<file path="src/sv/kbd_pkg.sv">
// Shared types, codes and constants for the keyboard scan decoder.
// No dependencies; imported by every module of the block except kbd_ram.
`default_nettype none

package kbd_pkg;

    localparam int KBD_NUM_SCANS   = 90;
    localparam int KBD_NUM_TABLES  = 5;
    localparam int KBD_QUEUE_DEPTH = 2;

    localparam logic [6:0] KEY_ALT    = 7'h38;
    localparam logic [6:0] KEY_CTRL   = 7'h1D;
    localparam logic [6:0] KEY_LSHIFT = 7'h2A;
    localparam logic [6:0] KEY_RSHIFT = 7'h36;
    localparam logic [6:0] KEY_CAPS   = 7'h3A;

    localparam logic [15:0] SHIFT_STATUS_BASE = 16'h0200;

    typedef enum logic [2:0] {
        OP_SCAN   = 3'd0,
        OP_READ   = 3'd1,
        OP_PEEK   = 3'd2,
        OP_SHIFT  = 3'd3,
        OP_TWRITE = 3'd4,
        OP_HELD   = 3'd5
    } t_kbd_op;

    typedef enum logic [2:0] {
        TBL_NORMAL = 3'd0,
        TBL_CAPS   = 3'd1,
        TBL_SHIFT  = 3'd2,
        TBL_CTRL   = 3'd3,
        TBL_ALT    = 3'd4
    } t_kbd_tbl;

    typedef enum logic [1:0] {
        CMD_MAKE = 2'd0,
        CMD_READ = 2'd1,
        CMD_PEEK = 2'd2,
        CMD_WORD = 2'd3
    } t_kbd_kind;

    typedef struct packed {
        logic [2:0] op;
        logic [7:0] scan_code;
        logic [2:0] table_select;
        logic [6:0] entry_index;
        logic [7:0] table_value;
    } t_kbd_in;

    typedef struct packed {
        logic [15:0] result_word;
        logic        key_ready;
    } t_kbd_out;

    typedef struct packed {
        t_kbd_kind   kind;
        logic [15:0] word;
    } t_kbd_cmd;

    // table byte -> key word: ASCII low byte, or extended code in high byte
    function automatic logic [15:0] kbd_xlate(input logic [7:0] b);
        logic [7:0] hi;
        hi = (b >= 8'h85) ? (b & 8'h7F) : b;
        if (b < 8'h80) begin
            return {8'h00, b};
        end
        return {hi, 8'h00} & 16'hFF00;
    endfunction

endpackage

`default_nettype wire

</file>
<file path="src/sv/kbd_ram.sv">
// Generic single-port RAM with registered read data.
// No dependencies.
`default_nettype none

module kbd_ram #(
    parameter int WIDTH = 8,
    parameter int DEPTH = 450
) (
    input  wire logic                     i_clk,
    input  wire logic                     i_en,
    input  wire logic                     i_we,
    input  wire logic [$clog2(DEPTH)-1:0] i_addr,
    input  wire logic [WIDTH-1:0]         i_wdata,
    output logic      [WIDTH-1:0]         o_rdata
);

    logic [WIDTH-1:0] r_mem [DEPTH];
    logic [WIDTH-1:0] r_rdata;

    always_ff @(posedge i_clk) begin
        if (i_en) begin
            if (i_we) begin
                r_mem[i_addr] <= i_wdata;
            end else begin
                r_rdata <= r_mem[i_addr];
            end
        end
    end

    assign o_rdata = r_rdata;

endmodule

`default_nettype wire

</file>
<file path="src/sv/kbd_front.sv">
// Front end: accepts beats, tracks held keys, owns the translation tables
// and hands classified commands to the queue. Uses kbd_pkg and kbd_ram.
`default_nettype none

module kbd_front #(
    parameter int NUM_SCANS = kbd_pkg::KBD_NUM_SCANS
) (
    input  wire logic             i_clk,
    input  wire logic             i_rst_n,
    input  wire logic             i_in_valid,
    output logic                  o_in_ready,
    input  wire kbd_pkg::t_kbd_in i_in,
    output logic                  o_push,
    output kbd_pkg::t_kbd_cmd     o_cmd,
    input  wire logic             i_q_full
);

    import kbd_pkg::*;

    localparam int IW        = $clog2(NUM_SCANS);
    localparam int TBL_DEPTH = KBD_NUM_TABLES * NUM_SCANS;
    localparam int AW        = $clog2(TBL_DEPTH);

    logic [NUM_SCANS-1:0] r_held;
    logic                 r_s_valid;
    t_kbd_kind            r_s_kind;
    logic [15:0]          r_s_word;

    logic                 accept;
    logic                 is_make;
    logic                 code_rng;
    logic [IW-1:0]        key_idx;
    logic                 ent_rng;
    logic [IW-1:0]        ent_idx;
    logic                 sel_ok;
    logic [NUM_SCANS-1:0] held_make;
    t_kbd_tbl             tbl;
    logic [2:0]           addr_tbl;
    logic [IW-1:0]        addr_idx;
    logic [AW-1:0]        ram_addr;
    logic                 ram_en;
    logic                 ram_we;
    logic [7:0]           ram_rdata;
    logic                 shift_held;
    logic                 load;
    t_kbd_kind            load_kind;
    logic [15:0]          load_word;

    assign o_in_ready = !r_s_valid || !i_q_full;
    assign accept     = i_in_valid && o_in_ready;
    assign o_push     = r_s_valid && !i_q_full;

    assign is_make  = !i_in.scan_code[7];
    assign code_rng = {1'b0, i_in.scan_code[6:0]} < 8'(NUM_SCANS);
    assign key_idx  = code_rng ? i_in.scan_code[IW-1:0] : '0;
    assign ent_rng  = {1'b0, i_in.entry_index} < 8'(NUM_SCANS);
    assign ent_idx  = ent_rng ? i_in.entry_index[IW-1:0] : '0;
    assign sel_ok   = i_in.table_select < 3'(KBD_NUM_TABLES);

    assign held_make  = r_held | (NUM_SCANS'(1) << key_idx);
    assign shift_held = r_held[KEY_LSHIFT[IW-1:0]] || r_held[KEY_RSHIFT[IW-1:0]];

    always_comb begin
        priority if (held_make[KEY_ALT[IW-1:0]]) begin
            tbl = TBL_ALT;
        end else if (held_make[KEY_CTRL[IW-1:0]]) begin
            tbl = TBL_CTRL;
        end else if (held_make[KEY_LSHIFT[IW-1:0]] || held_make[KEY_RSHIFT[IW-1:0]]) begin
            tbl = TBL_SHIFT;
        end else if (held_make[KEY_CAPS[IW-1:0]]) begin
            tbl = TBL_CAPS;
        end else begin
            tbl = TBL_NORMAL;
        end
    end

    always_comb begin
        ram_en    = 1'b0;
        ram_we    = 1'b0;
        addr_tbl  = tbl;
        addr_idx  = key_idx;
        load      = 1'b0;
        load_kind = CMD_WORD;
        load_word = '0;
        unique case (t_kbd_op'(i_in.op))
            OP_SCAN: begin
                ram_en    = accept && is_make;
                load      = is_make;
                load_kind = CMD_MAKE;
            end
            OP_READ: begin
                load      = 1'b1;
                load_kind = CMD_READ;
            end
            OP_PEEK: begin
                load      = 1'b1;
                load_kind = CMD_PEEK;
            end
            OP_SHIFT: begin
                load      = 1'b1;
                load_word = SHIFT_STATUS_BASE | {15'd0, shift_held};
            end
            OP_TWRITE: begin
                ram_en   = accept && sel_ok && ent_rng;
                ram_we   = 1'b1;
                addr_tbl = i_in.table_select;
                addr_idx = ent_idx;
            end
            OP_HELD: begin
                load      = 1'b1;
                load_word = {15'd0, ent_rng && r_held[ent_idx]};
            end
            default: begin
            end
        endcase
    end

    assign ram_addr = AW'(AW'(addr_tbl) * AW'(NUM_SCANS)) + AW'(addr_idx);

    kbd_ram #(
        .WIDTH(8),
        .DEPTH(TBL_DEPTH)
    ) u_tables (
        .i_clk  (i_clk),
        .i_en   (ram_en),
        .i_we   (ram_we),
        .i_addr (ram_addr),
        .i_wdata(i_in.table_value),
        .o_rdata(ram_rdata)
    );

    always_ff @(posedge i_clk) begin
        if (!i_rst_n) begin
            r_held    <= '0;
            r_s_valid <= 1'b0;
        end else begin
            if (accept && t_kbd_op'(i_in.op) == OP_SCAN) begin
                r_held[key_idx] <= is_make;
            end
            if (o_in_ready) begin
                r_s_valid <= accept && load;
                r_s_kind  <= load_kind;
                r_s_word  <= load_word;
            end
        end
    end

    assign o_cmd.kind = r_s_kind;
    assign o_cmd.word = (r_s_kind == CMD_MAKE) ? {8'h00, ram_rdata} : r_s_word;

`ifndef NO_ASSERTIONS
    a_make_sets_held: assert property (@(posedge i_clk) disable iff (!i_rst_n)
        accept && t_kbd_op'(i_in.op) == OP_SCAN && is_make |=> r_held[$past(key_idx)])
        else $error("make code did not mark key held");

    a_stall_holds_cmd: assert property (@(posedge i_clk) disable iff (!i_rst_n)
        r_s_valid && i_q_full |=> r_s_valid && $stable(o_cmd))
        else $error("stalled front command changed");
`endif

endmodule

`default_nettype wire

</file>
<file path="src/sv/kbd_fifo.sv">
// Short command queue between front and back ends.
// Uses kbd_pkg for the command type.
`default_nettype none

module kbd_fifo #(
    parameter int DEPTH = kbd_pkg::KBD_QUEUE_DEPTH
) (
    input  wire logic              i_clk,
    input  wire logic              i_rst_n,
    input  wire logic              i_push,
    input  wire kbd_pkg::t_kbd_cmd i_data,
    output logic                   o_full,
    output logic                   o_valid,
    output kbd_pkg::t_kbd_cmd      o_data,
    input  wire logic              i_pop
);

    import kbd_pkg::*;

    localparam int PW = $clog2(DEPTH);
    localparam int CW = $clog2(DEPTH + 1);

    t_kbd_cmd      r_mem [DEPTH];
    logic [PW-1:0] r_wr;
    logic [PW-1:0] r_rd;
    logic [CW-1:0] r_count;
    logic          do_pop;

    assign o_full  = r_count == CW'(DEPTH);
    assign o_valid = r_count != '0;
    assign o_data  = r_mem[r_rd];
    assign do_pop  = i_pop && o_valid;

    always_ff @(posedge i_clk) begin
        if (i_push) begin
            r_mem[r_wr] <= i_data;
        end
        if (!i_rst_n) begin
            r_wr    <= '0;
            r_rd    <= '0;
            r_count <= '0;
        end else begin
            if (i_push) begin
                r_wr <= (r_wr == PW'(DEPTH - 1)) ? '0 : r_wr + 1'b1;
            end
            if (do_pop) begin
                r_rd <= (r_rd == PW'(DEPTH - 1)) ? '0 : r_rd + 1'b1;
            end
            r_count <= r_count + CW'(i_push) - CW'(do_pop);
        end
    end

`ifndef NO_ASSERTIONS
    a_no_overflow: assert property (@(posedge i_clk) disable iff (!i_rst_n)
        !(i_push && o_full))
        else $error("push into full queue");

    a_count_bound: assert property (@(posedge i_clk) disable iff (!i_rst_n)
        r_count <= CW'(DEPTH))
        else $error("queue count out of range");
`endif

endmodule

`default_nettype wire

</file>
<file path="src/sv/kbd_back.sv">
// Back end: holds the pending key, executes queued commands and drives
// the registered result beat. Uses kbd_pkg.
`default_nettype none

module kbd_back (
    input  wire logic              i_clk,
    input  wire logic              i_rst_n,
    input  wire logic              i_valid,
    input  wire kbd_pkg::t_kbd_cmd i_cmd,
    output logic                   o_pop,
    output logic                   o_out_valid,
    output kbd_pkg::t_kbd_out      o_out,
    input  wire logic              i_out_ready
);

    import kbd_pkg::*;

    logic        r_out_valid;
    t_kbd_out    r_out;
    logic [15:0] r_pending;

    assign o_pop = i_valid && (i_cmd.kind == CMD_MAKE || !r_out_valid || i_out_ready);

    always_ff @(posedge i_clk) begin
        if (!i_rst_n) begin
            r_out_valid <= 1'b0;
            r_pending   <= '0;
        end else begin
            if (o_pop && i_cmd.kind != CMD_MAKE) begin
                r_out_valid <= 1'b1;
            end else if (i_out_ready) begin
                r_out_valid <= 1'b0;
            end
            if (o_pop) begin
                unique case (i_cmd.kind)
                    CMD_MAKE: begin
                        r_pending <= kbd_xlate(i_cmd.word[7:0]);
                    end
                    CMD_READ: begin
                        r_out.result_word <= r_pending;
                        r_out.key_ready   <= 1'b0;
                        r_pending         <= '0;
                    end
                    CMD_PEEK: begin
                        r_out.result_word <= r_pending;
                        r_out.key_ready   <= r_pending != '0;
                    end
                    CMD_WORD: begin
                        r_out.result_word <= i_cmd.word;
                        r_out.key_ready   <= 1'b0;
                    end
                    default: begin
                    end
                endcase
            end
        end
    end

    assign o_out_valid = r_out_valid;
    assign o_out       = r_out;

`ifndef NO_ASSERTIONS
    a_read_clears: assert property (@(posedge i_clk) disable iff (!i_rst_n)
        o_pop && i_cmd.kind == CMD_READ |=> r_pending == '0)
        else $error("read key left pending key set");
`endif

endmodule

`default_nettype wire

</file>
<file path="src/sv/keyboard_scan_decoder.sv">
// Path: front stage register, command queue, then registered result beat.
// Throughput: one input beat per cycle while o_in_ready is high; the front stage,
// the command queue and the output register decouple input from output stalls.
// Reset: synchronous active-low i_rst_n clears held keys, pending key, queue
// and valids; translation tables are not cleared and must be written before use.
`default_nettype none

module keyboard_scan_decoder #(
    parameter int NUM_SCANS   = kbd_pkg::KBD_NUM_SCANS,
    parameter int QUEUE_DEPTH = kbd_pkg::KBD_QUEUE_DEPTH
) (
    input  wire logic              i_clk,
    input  wire logic              i_rst_n,
    input  wire logic              i_in_valid,
    output logic                   o_in_ready,
    input  wire kbd_pkg::t_kbd_in  i_in,
    output logic                   o_out_valid,
    input  wire logic              i_out_ready,
    output kbd_pkg::t_kbd_out      o_out
);

    import kbd_pkg::*;

    logic     push;
    logic     q_full;
    logic     q_valid;
    logic     pop;
    t_kbd_cmd f_cmd;
    t_kbd_cmd q_cmd;

    kbd_front #(
        .NUM_SCANS(NUM_SCANS)
    ) u_front (
        .i_clk     (i_clk),
        .i_rst_n   (i_rst_n),
        .i_in_valid(i_in_valid),
        .o_in_ready(o_in_ready),
        .i_in      (i_in),
        .o_push    (push),
        .o_cmd     (f_cmd),
        .i_q_full  (q_full)
    );

    kbd_fifo #(
        .DEPTH(QUEUE_DEPTH)
    ) u_queue (
        .i_clk  (i_clk),
        .i_rst_n(i_rst_n),
        .i_push (push),
        .i_data (f_cmd),
        .o_full (q_full),
        .o_valid(q_valid),
        .o_data (q_cmd),
        .i_pop  (pop)
    );

    kbd_back u_back (
        .i_clk      (i_clk),
        .i_rst_n    (i_rst_n),
        .i_valid    (q_valid),
        .i_cmd      (q_cmd),
        .o_pop      (pop),
        .o_out_valid(o_out_valid),
        .o_out      (o_out),
        .i_out_ready(i_out_ready)
    );

endmodule

`default_nettype wire

</file>
<file path="config.mk">
export PLATFORM = sky130hd
export DESIGN_NAME = keyboard_scan_decoder
export DESIGN_NICKNAME = d
export VERILOG_FILES = /design/src/sv/kbd_pkg.sv /design/src/sv/kbd_ram.sv /design/src/sv/kbd_front.sv /design/src/sv/kbd_fifo.sv /design/src/sv/kbd_back.sv /design/src/sv/keyboard_scan_decoder.sv
export SDC_FILE = /design/constraint.sdc
export NUM_CORES = 2
export LEC_CHECK = 0
export BUFFER_PORTS_ARGS = -buffer_cell sky130_fd_sc_hd__buf_2
export CORE_UTILIZATION = 45
export CTS_CLUSTER_SIZE = 20
export DETAILED_ROUTE_END_ITERATION = 12
export SLEW_MARGIN = 20
export SYNTH_ARGS = -nofsm -noshare
export SYNTH_HDL_FRONTEND = slang
export SYNTH_HIERARCHICAL = 1
export SYNTH_SLANG_ARGS = --single-unit
</file>
<file path="constraint.sdc">
create_clock -name i_clk -period 9.2 [get_ports i_clk]
set_clock_uncertainty 0.15 [all_clocks]
set_input_delay 1.38 -clock i_clk [delete_from_list [all_inputs] [get_ports i_clk]]
set_output_delay 1.38 -clock i_clk [all_outputs]
set_load 0.02 [all_outputs]
</file>
==> out/qor.yml <==
status: "finished, final reports clean"
yosysWarnings: 6
r2r-end: "u_front/u_tables/o_rdata[0]"
p_sw_mw: 9.28
met1_length_um: 181000
tightest_slew_ps: 1380
vias_per_cell: 6.31
antenna_found_initial: 21
ys_dominant_reg_cell: "edfxtp_1"
num-nets-final: 7893
cp.required_ps: 9700
min_from: "u_back/r_pending[10]"
stdcell_count: 12500
cts_root_buffer: "clkbuf_16"
placed_cell_area_sq_um: 155000
yosys.area.top_type: "edfxtp_1"
ant_nets: 0
swShare: 0.244
final_common_cell: "edfxtp_1"
die-area_sq_um: 333000
synth_top_family_by_area: "multiplexers"
grt_overflow: 0
hold_class: "flop to flop"
ir_worst_vdd_mv: 0.162
finalHoldViolCount: 0
critical_path_class: "input port to flop"
period_share: 0.902
wl_per_cell_um: 34.6
synth.avg_cell_area_sq_um: 19.6
io_pins: 52
globalplace.congestion: 0.973
wl_met3_um: 41200
crit_path_start_kind: "input port"
synth-seq-area-share: 0.754
power_leakage_nw: 52.1
numClockSinks: 3777
critPathCaptureType: "flop"
final_layout_size_suffix_gt1_frac: 0.218
cp_max_fo: 14
syn_to_final_growth_pct: 12.2
synth_adder_area_share: 0.00153
ys_seq_elements: 3777
holdPathStages: 2
rsz0062_at_grt: "no"
period_needed_ps: 8290
vias: 78900
intPower_mw: 28.8
clkTransAtPathRegs_ps: 60
placedCellCount: 11800
p_clk_frac: 0.397
comb_power_share: 0.107
synth_compound_area_frac: 0.0370
relSlewSlack: 0.0802
synth_area_leaders: "edfxtp_1, mux4_2, mux2i_1"
row_count: 210
clock_path_buffers: 4
crit_chain: "buf_2, o211a_4, o21ai_4, and2b_2, a311oi_1, a21boi_0, o21ai_0, ha_1, ha_1, inv_1, fa_1, inv_1, ha_1, inv_1, o21bai_1, a21oi_1, xnor2_2, and3b_1, and2_1, a22o_1, o21ai_0, o2111ai_1, nor4_1, nand4_1"
clk_latency_ps: 960
syn_area_sq_um: 149000
power_frac_seq: 0.497
cts_tree: "built"
globalRouteTotalUtil: 0.258
cts_setup_buffers: 0
maxSlewViolCount: 0
drc: 0
cts_hold_buf: 0
setup_violations: 0
cp_slowest_cell: "nor4_1"
grt_pass1_vias: 77100
final_cell_mix: "edfxtp_1, mux4_2, nor2_1"
crit_arrival_ps: 8800
wl_met2_um: 196000
synth_async_sr_flop_share: 0
power.density_nw_per_um2: 227
synth_simple_gate_area_frac: 0.0379
htree_levels: 5
grt_first_pass_wirelength_um: 607000
drt_pass1_iterations: 5
fmax_mhz: 121
dieWidth_um: 577
synth_cells: 7622
cap_violations: 0
cts.repair.resized: 0
grt_start_max_net_pins: 202
synth_top_area_share: 0.739
numPortBuffers: 51
synth.distinct_cells: 102
fin_util: 0.509
muxShareOfSynthArea: 0.151
start_util: 0.454
synthXorXnorAreaFrac: 0.000680
r2r-start: "u_front/r_held[54]"
design_area_sq_um: 167000
die_h_um: 577
cpPeakStageDelay_ps: 900
top_layer: "met5"
wirelength_um: 433000
rr_worst_depth: 20
dr.first_iter.drc_count: 10400
cts_buffers: 381
path_buf_inv: 4
min_to: "u_back/r_pending[10]"
cpLargestDelayFamily: "compound AO/OA/AOI/OAI gates"
post-dp-hpwl_um: 275000
reg2reg_slack_ps: 1820
core-area_sq_um: 328000
synth_edf_count: 3665
-- sequential cells by signal, summed over array words and instances (netlist names), named ones only --
signal and cells:
u_queue/r_wr 1, u_front/u_tables/r_mem 3600, u_front/r_s_valid 1, u_queue/r_mem 36, u_back/r_pending 15, u_queue/r_count 2, u_back/o_out 17, u_front/r_s_word 2
u_back/o_out_valid 1, u_front/r_held 90, u_queue/r_rd 1, u_front/r_s_kind 2, u_front/u_tables/o_rdata 8
-- tightest hold or removal path, stage by stage, from the launching register on --
cell	delay, ps
dfxtp_1	310
nand2_1	60
a21boi_1	50
-- Yosys cell counts (8+ instances only) --
cell type	number
edfxtp_1	3665
mux4_2	772
nor2_1	592
mux2i_1	433
clkbuf_1	199
nand2_1	194
buf_2	173
o22ai_1	135
a21oi_1	130
o21ai_0	127
dfxtp_1	112
nand3_1	103
a22oi_1	97
buf_4	61
a211oi_1	60
mux2_2	54
or3_1	51
and2_1	38
nor2b_1	38
nor3_1	35
nand4_1	34
and3_1	33
buf_6	32
nor4_1	30
a221oi_1	27
buf_1	26
a31oi_1	25
a22o_1	22
inv_1	21
o211ai_1	20
ha_1	15
a32oi_1	13
o21a_1	13
o31ai_1	13
o32ai_1	12
a21boi_1	11
mux2_4	10
nand2b_1	10
o2111ai_1	10
a21o_1	9
o221ai_1	9
xnor2_1	9
nor3b_1	8
-- per-stage QoR --
stage	TNS (ps)	total power, mW	hold slack (ps)	setup slack, ps
floorplan	0	21.4	285	2290
global placement	-52160	23.3	296	-504
detailed placement	0	23.3	311	137
CTS	0	38.3	319	1130
global route	0	39.0	344	731
finish	0	38.0	317	905
-- cells by family (layout without fill, tap and decap cells) --
group / count (synthesis) / in the layout
DFF: 3777 / 3777
xor gates and xnor gates: 10 / 10
buffers and inverters: 519 / 1053
and+or+nand+nor: 1217 / 1217
AOI/OAI and AO/OA: 809 / 809
other: 1 / 14
muxes: 1272 / 1272
adders and majority gates: 17 / 17
-- area by class of cell --
class                           instances  area (sq um)
Timing Repair Buffer                  327          3010
Fill cell                           26100        161000
Multi-Input combinational cell       3332         34300
Clock inverter                        212          1940
Antenna cell                            7          17.5
Sequential cell                      3777        112000
Clock buffer                          490         10100
Tap cell                             4346          5440
Inverter                               24           105
-- routing by layer --
metal  vias up  GRT usage
met4        12     0.0822
met5         -          0
li1      31800          -
met3       647     0.0511
met2      4151      0.389
met1     42400      0.381
-- worst max-delay path by stage --
stage / slack, ps / startpoint / cells after the start / endpoint
finish: 910 / i_in[19] / 24 / u_front/u_tables/o_rdata[0]
global route: 730 / i_in[19] / 20 / u_front/u_tables/r_mem[348][6]
CTS: 1130 / i_in[19] / 24 / u_front/u_tables/o_rdata[0]
detailed placement: 140 / i_in[19] / 24 / u_front/u_tables/o_rdata[0]
global placement: -500 / i_in[19] / 19 / u_front/u_tables/r_mem[174][2]
floorplan: 2290 / i_in[21] / 23 / u_front/u_tables/r_mem[272][0]
-- power groups by stage --
stage | Combinational, mW | Sequential [mW] | Clock [mW]
final | 4.05 | 18.9 | 15.1
after global routing | 4.16 | 18.9 | 16.0
after CTS | 4.02 | 18.9 | 15.3
after detailed placement | 4.01 | 19.3 | 0
after global placement | 3.99 | 19.3 | 0
after floorplan | 2.12 | 19.3 | 0
Power figures use the tool's default switching activity.
